===== src/design/crgb_pkg.sv =====
// ----------------------------------------------------------------------------
// crgb_pkg
// Shared types, constants and helpers for the chainable RGB LED frame driver.
// ----------------------------------------------------------------------------
package crgb_pkg;

   // field widths
   localparam int CNT_W   = 6;
   localparam int COLOR_W = 24;
   localparam int WORD_W  = 32;

   // default number of LEDs the color store holds
   localparam int MAX_LEDS_DEFAULT = 32;

   // command queue between front and back
   localparam int QDEPTH = 2;
   localparam int QAW    = $clog2(QDEPTH);

   // request codes on the input channel
   localparam logic [1:0] REQ_WRITE   = 2'd0;
   localparam logic [1:0] REQ_REFRESH = 2'd1;
   localparam logic [1:0] REQ_CLEAR   = 2'd2;

   // flag byte base of every LED word
   localparam logic [7:0] FLAG_BASE = 8'hC0;

   typedef struct packed {
      logic [1:0]       req_type;
      logic [CNT_W-1:0] led_index;
      logic [7:0]       red;
      logic [7:0]       green;
      logic [7:0]       blue;
   } req_item_type;

   typedef struct packed {
      logic [WORD_W-1:0] frame_word;
      logic              last_word;
   } rsp_item_type;

   typedef enum logic [1:0] {
      CMD_WRITE,
      CMD_REFRESH,
      CMD_CLEAR
   } cmd_kind_type;

   // one classified command in the queue
   typedef struct packed {
      cmd_kind_type       kind;
      logic [CNT_W-1:0]   index;
      logic [COLOR_W-1:0] color;   // blue, green, red from the top down
      logic [CNT_W-1:0]   count;   // LEDs driven, already limited
   } cmd_type;

   typedef struct packed {
      logic full;
      logic empty;
   } fifo_status_type;

   typedef enum logic [1:0] {
      ST_IDLE,
      ST_HEAD,
      ST_BODY,
      ST_TAIL
   } back_state_type;

   // LED word: flag, blue, green, red; flag carries inverted top bits
   function automatic logic [WORD_W-1:0] led_word(input logic [COLOR_W-1:0] color);
      logic [7:0] b;
      logic [7:0] g;
      logic [7:0] r;
      logic [7:0] flag;
      b    = color[23:16];
      g    = color[15:8];
      r    = color[7:0];
      flag = FLAG_BASE | {2'b00, ~b[7:6], ~g[7:6], ~r[7:6]};
      return {flag, b, g, r};
   endfunction

endpackage


===== src/design/crgb_front.sv =====
// ----------------------------------------------------------------------------
// crgb_front
// Takes requests, holds the LED count register and turns each request into a
// queue command; requests that do nothing are dropped here.
// ----------------------------------------------------------------------------
module crgb_front import crgb_pkg::*; #(
   parameter int MAX_LEDS = MAX_LEDS_DEFAULT
) (
   input  logic             clock,
   input  logic             reset,
   input  logic             start,
   input  req_item_type     req_payload,
   input  logic             csr_wr_en,
   input  logic [CNT_W-1:0] csr_wr_data,
   input  fifo_status_type  q_stat,
   output logic             busy,
   output logic             q_push,
   output cmd_type          q_entry
);

   logic [CNT_W-1:0] led_count_ff;
   logic [CNT_W-1:0] eff_count;
   logic             accept;

   // led count register
   always_ff @(posedge clock) begin
      if (reset) begin
         led_count_ff <= CNT_W'(1);
      end else if (csr_wr_en) begin
         led_count_ff <= csr_wr_data;
      end
   end

   // count above the store size acts as the store size
   assign eff_count = (led_count_ff > CNT_W'(MAX_LEDS)) ? CNT_W'(MAX_LEDS) : led_count_ff;

   assign busy   = q_stat.full;
   assign accept = start && !q_stat.full;

   // classify the request
   always_comb begin
      q_push        = 1'b0;
      q_entry.kind  = CMD_WRITE;
      q_entry.index = req_payload.led_index;
      q_entry.color = {req_payload.blue, req_payload.green, req_payload.red};
      q_entry.count = eff_count;
      case (req_payload.req_type)
         REQ_WRITE: begin
            q_entry.kind = CMD_WRITE;
            q_push = accept && (req_payload.led_index != '0)
                     && (req_payload.led_index <= eff_count);
         end
         REQ_REFRESH: begin
            q_entry.kind = CMD_REFRESH;
            q_push       = accept;
         end
         REQ_CLEAR: begin
            q_entry.kind = CMD_CLEAR;
            q_push       = accept;
         end
         default: begin
            q_push = 1'b0;
         end
      endcase
   end

endmodule


===== src/design/crgb_fifo.sv =====
// ----------------------------------------------------------------------------
// crgb_fifo
// Short command queue between the front and the back.
// ----------------------------------------------------------------------------
module crgb_fifo import crgb_pkg::*; (
   input  logic            clock,
   input  logic            reset,
   input  logic            push,
   input  cmd_type         wr_entry,
   input  logic            pop,
   output cmd_type         rd_entry,
   output fifo_status_type stat
);

   cmd_type          entries_ff [QDEPTH];
   logic [QAW-1:0]   wr_ptr_ff;
   logic [QAW-1:0]   rd_ptr_ff;
   logic [QAW:0]     cnt_ff;
   logic [QAW-1:0]   wr_ptr_in;
   logic [QAW-1:0]   rd_ptr_in;
   logic [QAW:0]     cnt_in;
   logic             do_push;
   logic             do_pop;

   assign stat.full  = (cnt_ff == (QAW+1)'(QDEPTH));
   assign stat.empty = (cnt_ff == '0);
   assign do_push    = push && !stat.full;
   assign do_pop     = pop && !stat.empty;
   assign rd_entry   = entries_ff[rd_ptr_ff];

   // pointer and fill count update
   always_comb begin
      wr_ptr_in = wr_ptr_ff;
      rd_ptr_in = rd_ptr_ff;
      cnt_in    = cnt_ff;
      if (do_push) begin
         wr_ptr_in = (wr_ptr_ff == QAW'(QDEPTH-1)) ? '0 : wr_ptr_ff + QAW'(1);
      end
      if (do_pop) begin
         rd_ptr_in = (rd_ptr_ff == QAW'(QDEPTH-1)) ? '0 : rd_ptr_ff + QAW'(1);
      end
      case ({do_push, do_pop})
         2'b10:   cnt_in = cnt_ff + (QAW+1)'(1);
         2'b01:   cnt_in = cnt_ff - (QAW+1)'(1);
         default: cnt_in = cnt_ff;
      endcase
   end

   always_ff @(posedge clock) begin
      if (reset) begin
         wr_ptr_ff <= '0;
         rd_ptr_ff <= '0;
         cnt_ff    <= '0;
      end else begin
         wr_ptr_ff <= wr_ptr_in;
         rd_ptr_ff <= rd_ptr_in;
         cnt_ff    <= cnt_in;
      end
   end

   // entry storage
   always_ff @(posedge clock) begin
      if (do_push) begin
         entries_ff[wr_ptr_ff] <= wr_entry;
      end
   end

endmodule


===== src/design/crgb_back.sv =====
// ----------------------------------------------------------------------------
// crgb_back
// Executes queued commands: color store writes, store clears and frame
// emission, reading the store one LED per cycle.
// ----------------------------------------------------------------------------
module crgb_back import crgb_pkg::*; #(
   parameter int MAX_LEDS = MAX_LEDS_DEFAULT
) (
   input  logic         clock,
   input  logic         reset,
   input  cmd_type      q_head,
   input  logic         q_empty,
   output logic         q_pop,
   output logic         rsp_strobe,
   output rsp_item_type rsp_payload
);

   localparam int AW = (MAX_LEDS > 1) ? $clog2(MAX_LEDS) : 1;

   logic [COLOR_W-1:0] mem [MAX_LEDS];
   logic [MAX_LEDS-1:0] valid_ff;
   logic [COLOR_W-1:0] rd_data_ff;
   logic               rd_valid_ff;
   back_state_type     state_ff;
   back_state_type     state_in;
   logic [AW-1:0]      idx_ff;
   logic [AW-1:0]      idx_in;
   logic [CNT_W-1:0]   cnt_ff;
   logic [CNT_W-1:0]   cnt_in;
   logic [AW-1:0]      rd_addr;
   logic [AW-1:0]      wr_addr;
   logic               mem_we;
   logic               clear_all;
   logic               last_led;

   assign last_led = ((CNT_W'(idx_ff) + CNT_W'(1)) == cnt_ff);
   assign wr_addr  = AW'(q_head.index - CNT_W'(1));

   // next state
   always_comb begin
      state_in = state_ff;
      idx_in   = idx_ff;
      cnt_in   = cnt_ff;
      case (state_ff)
         ST_IDLE: begin
            if (!q_empty && (q_head.kind != CMD_WRITE)) begin
               state_in = ST_HEAD;
               cnt_in   = q_head.count;
            end
         end
         ST_HEAD: begin
            idx_in   = '0;
            state_in = (cnt_ff == '0) ? ST_TAIL : ST_BODY;
         end
         ST_BODY: begin
            if (last_led) begin
               state_in = ST_TAIL;
            end else begin
               idx_in = idx_ff + AW'(1);
            end
         end
         ST_TAIL: begin
            state_in = ST_IDLE;
         end
         default: begin
            state_in = ST_IDLE;
         end
      endcase
   end

   // outputs and store control
   always_comb begin
      q_pop       = 1'b0;
      mem_we      = 1'b0;
      clear_all   = 1'b0;
      rd_addr     = '0;
      rsp_strobe  = 1'b0;
      rsp_payload = '0;
      case (state_ff)
         ST_IDLE: begin
            q_pop     = !q_empty;
            mem_we    = !q_empty && (q_head.kind == CMD_WRITE);
            clear_all = !q_empty && (q_head.kind == CMD_CLEAR);
         end
         ST_HEAD: begin
            rsp_strobe = 1'b1;
            rd_addr    = '0;
         end
         ST_BODY: begin
            rsp_strobe             = 1'b1;
            rsp_payload.frame_word = led_word(rd_valid_ff ? rd_data_ff : '0);
            rd_addr                = last_led ? idx_ff : idx_ff + AW'(1);
         end
         ST_TAIL: begin
            rsp_strobe            = 1'b1;
            rsp_payload.last_word = 1'b1;
         end
         default: begin
            rsp_strobe = 1'b0;
         end
      endcase
   end

   always_ff @(posedge clock) begin
      if (reset) begin
         state_ff <= ST_IDLE;
         idx_ff   <= '0;
         cnt_ff   <= '0;
         valid_ff <= '0;
      end else begin
         state_ff <= state_in;
         idx_ff   <= idx_in;
         cnt_ff   <= cnt_in;
         if (clear_all) begin
            valid_ff <= '0;
         end else if (mem_we) begin
            valid_ff[wr_addr] <= 1'b1;
         end
      end
   end

   // color store with registered read
   always_ff @(posedge clock) begin
      if (mem_we) begin
         mem[wr_addr] <= q_head.color;
      end
      rd_data_ff  <= mem[rd_addr];
      rd_valid_ff <= valid_ff[rd_addr];
   end

endmodule


===== src/design/chainable_rgb_led_frame_driver.sv =====
// ----------------------------------------------------------------------------
// chainable_rgb_led_frame_driver
// Color store and frame word generator for a chain of two-wire RGB LEDs.
// ----------------------------------------------------------------------------
// Usage:
//   A request transfer happens on a clock edge with start high and busy low.
//   Type write stores one LED color at a 1-based index; type refresh emits a
//   frame; type clear zeroes the store and then emits a frame. Writes to
//   index zero or beyond the LED count, and the unused code, are dropped.
//   Each frame word leaves on rsp_payload for one cycle with rsp_strobe high;
//   the receiver cannot stall, so words go out back to back: a zero start
//   word, one word per LED (flag, blue, green, red), a zero end word marked
//   by last_word. Each word is meant to be shifted out MSB first.
//   A two-entry command queue parts intake from execution: busy rises only
//   when it is full. The back end pops a write and stores it in the same
//   cycle; a refresh runs pop, start word, one word per LED, end word, the
//   start word following in the cycle after the back end pops the command.
//   The store reads one entry per cycle, which sets the refresh length.
//   csr_wr_en writes the LED count (reset value 1); write it only while idle.
//   Reset empties the queue, returns the back end to idle and clears every
//   store entry at once through per-entry valid bits.
// ----------------------------------------------------------------------------
module chainable_rgb_led_frame_driver import crgb_pkg::*; #(
   parameter int MAX_LEDS = MAX_LEDS_DEFAULT
) (
   input  logic             clock,
   input  logic             reset,
   input  logic             start,
   output logic             busy,
   input  req_item_type     req_payload,
   output logic             rsp_strobe,
   output rsp_item_type     rsp_payload,
   input  logic             csr_wr_en,
   input  logic [CNT_W-1:0] csr_wr_data
);

   fifo_status_type q_stat;
   logic            q_push;
   logic            q_pop;
   cmd_type         q_entry;
   cmd_type         q_head;

   // request intake and classification
   crgb_front #(
      .MAX_LEDS (MAX_LEDS)
   ) u_front (
      .clock       (clock),
      .reset       (reset),
      .start       (start),
      .req_payload (req_payload),
      .csr_wr_en   (csr_wr_en),
      .csr_wr_data (csr_wr_data),
      .q_stat      (q_stat),
      .busy        (busy),
      .q_push      (q_push),
      .q_entry     (q_entry)
   );

   // command queue
   crgb_fifo u_fifo (
      .clock    (clock),
      .reset    (reset),
      .push     (q_push),
      .wr_entry (q_entry),
      .pop      (q_pop),
      .rd_entry (q_head),
      .stat     (q_stat)
   );

   // store and frame emission
   crgb_back #(
      .MAX_LEDS (MAX_LEDS)
   ) u_back (
      .clock       (clock),
      .reset       (reset),
      .q_head      (q_head),
      .q_empty     (q_stat.empty),
      .q_pop       (q_pop),
      .rsp_strobe  (rsp_strobe),
      .rsp_payload (rsp_payload)
   );

`ifndef SYNTH
   // a frame ends with a gap before the next frame starts
   a_gap_after_last: assert property (@(posedge clock) disable iff (reset)
      (rsp_strobe && rsp_payload.last_word) |=> !rsp_strobe)
      else $error("frame word right after end word");

   // popping a refresh or clear command starts a frame with the zero start word
   a_frame_start: assert property (@(posedge clock) disable iff (reset)
      (q_pop && (q_head.kind != CMD_WRITE)) |=>
         (rsp_strobe && (rsp_payload.frame_word == '0) && !rsp_payload.last_word))
      else $error("refresh did not open with a start word");

   // the queue never takes a command while full
   a_no_overflow: assert property (@(posedge clock) disable iff (reset)
      q_push |-> !q_stat.full)
      else $error("push into full command queue");
`endif

endmodule

===== config.mk =====
export PLATFORM = sky130hd
export DESIGN_NAME = chainable_rgb_led_frame_driver
export DESIGN_NICKNAME = d
export VERILOG_FILES = /design/src/design/crgb_pkg.sv /design/src/design/crgb_front.sv /design/src/design/crgb_fifo.sv /design/src/design/crgb_back.sv /design/src/design/chainable_rgb_led_frame_driver.sv
export SDC_FILE = /design/constraint.sdc
export NUM_CORES = 1
export LEC_CHECK = 0
export BUFFER_PORTS_ARGS = -buffer_cell sky130_fd_sc_hd__buf_2
export CAP_MARGIN = 10
export CORE_UTILIZATION = 35
export DETAILED_ROUTE_END_ITERATION = 7
export GPL_TIMING_DRIVEN = 0
export PLACE_DENSITY = 0.47
export SLEW_MARGIN = 30
export SYNTH_ARGS = -nofsm -noshare
export SYNTH_HDL_FRONTEND = slang
export SYNTH_SLANG_ARGS = --single-unit

===== constraint.sdc =====
create_clock -name clock -period 12.2 [get_ports clock]
set_clock_uncertainty 0.1 [all_clocks]
set_input_delay 1.83 -clock clock [delete_from_list [all_inputs] [get_ports clock]]
set_output_delay 1.83 -clock clock [all_outputs]
set_load 0.05 [all_outputs]

==> metrics.csv <==
metric,value,unit
status,"finished, final reports clean",
share of layout cells above drive strength 1,16.7,%
Worst-Margin Slew,1.10,ns
maximum vdd drop,0.107,mV
RePlAce Congestion,0.867,
Worst Hold Class,reg2reg,
RR Startpoint,u_back.idx_ff[0]$_SDFFE_PP0P_,
Syn Std Cell Area,36600,sq um
kind of critical path,reg2out,
hold path cells,1,
Post-CTS Setup Inserts,0,
Required @ worst endpoint,10.27,ns
Critical Path Fanout Max,10,
DRC Markers,0,
DR pass1 iterations,5,
Std-Cell Rows,118,
Max Slew Vio Count,0,
vias in the first global route,22109,
Final setup viols,0,
Post-Syn Instances,2416,
antenna violations before repair,11,
prevailing post-synth register cell,edfxtp_1,
Yosys top cell by area,edfxtp_1,
Port Buffers,74,
post-route ant nets,0,
"Net Count, Synth",2474,
post-place setup slack,7.32,ns
post-synthesis register bit count,923,
Worst Slack Setup Final,6.65,ns
asr flop ratio synth,0,%
HPWL Detailed,75.9,mm
"Distinct cells, synth",71,
clock period minus final worst setup slack,5.55,ns
Routed WL,111,mm
Lkg Pwr,13.7,nW
clock tree buffer depth,3,
die area,106000,sq um
largest net degree at the start of global routing,33,
"EDFF count, synth",842,
Met1 Wirelength,48.0,mm
"setup slack, reg-to-reg",7.34,ns
Die Span Y,325,microns
DR iter-0 viols,2309,
Max-Cap Viols,0,
Total Negative Setup Slacks,0,ns
Layout area overhead,17.8,%
post-synth top area share,69.2,%
pwr dens,180,nW/um^2
"Clk pin slew, worst setup/hold paths",0.06,ns
met3 WL,6.79,mm
Num CTS Buffers,100,
Overall Power,7.75,mW
fmax,180,MHz
Reg2Reg Depth,12,
RSZ-0062 raised after global routing,no,
reg2reg end,u_back.rd_data_ff[13]$_DFF_P_,
first-pass GRT wire length,158,mm
Overflow after GRT,0,
"most common cell after layout, fill and taps aside",edfxtp_1,
Mapped Avg Cell Area,15.1,sq um
Max transition margin,26.3,%
sequential-to-total area share from yosys stat,73.6,%
Area contributors post-synth,"edfxtp_1 (69%), mux2i_1 (4.5%), dfxtp_1 (4.4%)",
Total GRT Usage,20.8,%
Worst-Skew Late Latency,0.69,ns
# clock sinks,923,
core footprint,103000,sq um
CTS Hold Buffers Added,0,
routed vias/inst,5.40,
final instance area,43100,sq um
met2 wire length,52.4,mm
cell total after placement,3909,
H-tree depth,3,
Hold EP,u_back.valid_ff[1]$_SDFFE_PP0P_,
CTS tree,yes,
CP Launch Type,flip-flop,
die width,325,microns
min-delay src,u_back.valid_ff[1]$_SDFFE_PP0P_,
fillers,9438,
post-DR wirelength/cell,27.1,microns
Final #Nets,2691,
Final Hold Vio Count,0,
hold slack,0.367,ns
Final Non-Filler Cells,4099,
CTS resizes,0,
final worst-path cycle share,45.5,%
Initial Util,35.3,%
"commonest cells after routing, fill and taps aside","edfxtp_1 (842), nand2_1 (310), mux2i_1 (165), a21oi_1 (162), buf_2 (119)",
placed cell areas,39900,sq um
Via Count,22127,
Yosys Warn Count,0,
fin util,41.6,%
top layer in use,met5,
worst path arrival time,3.62,ns
Setup crit end kind,output port,
clock root buffer,clkbuf_16,
IO Pins,77,
==> sequential cells by signal, summed over array words and instances (netlist names), named ones only <==
name                  flops
u_back.rd_valid_ff        1
u_back.cnt_ff             6
u_fifo.cnt_ff             2
u_back.mem              768
u_back.state_ff           2
u_fifo.rd_ptr_ff          1
u_back.valid_ff          32
u_back.idx_ff             5
u_back.rd_data_ff        24
u_fifo.entries_ff        74
u_front.led_count_ff      6
u_fifo.wr_ptr_ff          1
==> final cells by class <==
class | instances | area, sq um | area share (%)
timing repair buffer | 115 | 1340 | 3.11
multi-input combinational | 1308 | 9040 | 21.0
antenna | 2 | 5.00 | 0.0116
clock inverter | 48 | 348 | 0.808
clock buffer | 138 | 2810 | 6.52
sequential | 923 | 26900 | 62.5
buffer | 163 | 812 | 1.89
inverter | 22 | 82.6 | 0.192
tap | 1380 | 1730 | 4.01
==> kinds of logic (layout without fill, tap and decap cells) <==
family                   count (synthesis)  in the layout  share of synthesized area (%)
flip-flops                             923            923                           73.6
other                                    0              2                              0
multiplexers                           189            189                           5.26
buffers and inverters                  185            486                           2.44
adder cells (fa/ha/maj)                 16             16                          0.548
AND/OR/NAND/NOR                        541            541                           6.64
AO/OA/AOI/OAI                          547            547                           11.2
XOR/XNOR                                15             15                          0.359
==> critical path: stages, from the launching register on <==
cell	delay, ns
dfxtp_1	0.35
inv_1	0.09
ha_1	0.19
clkbuf_1	0.38
clkbuf_1	0.52
clkbuf_1	0.61
clkbuf_1	0.30
and3_1	0.22
buf_2	0.27
==> worst max-delay path by stage <==
stage / startpoint / to / slack (ns) / cells after the start
CTS: u_back.state_ff[0]$_SDFFE_PP0P_ / rsp_payload[16] / 6.60 / 8
finish: u_back.state_ff[0]$_SDFFE_PP0P_ / rsp_payload[9] / 6.65 / 8
global route: u_back.state_ff[0]$_SDFFE_PP0P_ / rsp_payload[19] / 6.39 / 8
floorplan: req_payload[25] / u_fifo.entries_ff[1][0]$_DFFE_PP_ / 6.59 / 10
global placement: req_payload[25] / u_fifo.entries_ff[1][13]$_DFFE_PP_ / 5.40 / 11
detailed placement: req_payload[25] / u_fifo.entries_ff[1][13]$_DFFE_PP_ / 7.32 / 13
==> power by group <==
group | switching (mW) | total, mW | internal [mW] | leakage, nW
Sequential | 0.0376 | 3.70 | 3.66 | 8.25
Clock | 1.24 | 2.91 | 1.67 | 1.56
Combinational | 0.881 | 1.14 | 0.262 | 3.87
==> synthesized netlist by cell type (6+ instances only) <==
cell type / count
o21a_1: 37
mux2i_1: 165
nand2b_1: 6
nand2_1: 310
nor2_1: 72
xnor2_1: 6
edfxtp_1: 842
buf_1: 8
and3_1: 27
buf_2: 45
xor2_1: 9
buf_6: 10
o211ai_1: 50
ha_1: 16
a32oi_1: 49
nand3_1: 83
a22oi_1: 74
clkbuf_1: 82
a211oi_1: 13
o21ai_0: 34
a221o_1: 24
inv_1: 22
a2111oi_0: 25
mux2_2: 24
dfxtp_1: 81
a21oi_1: 162
a221oi_2: 19
buf_4: 18
a211oi_2: 19
==> layer usage <==
metal,up-vias,GRT usage [%]
li1,9871,-
met1,11352,28.2
met2,708,33.6
met3,190,3.63
met4,6,7.35
met5,-,0
(Power assumes the default switching activity.)
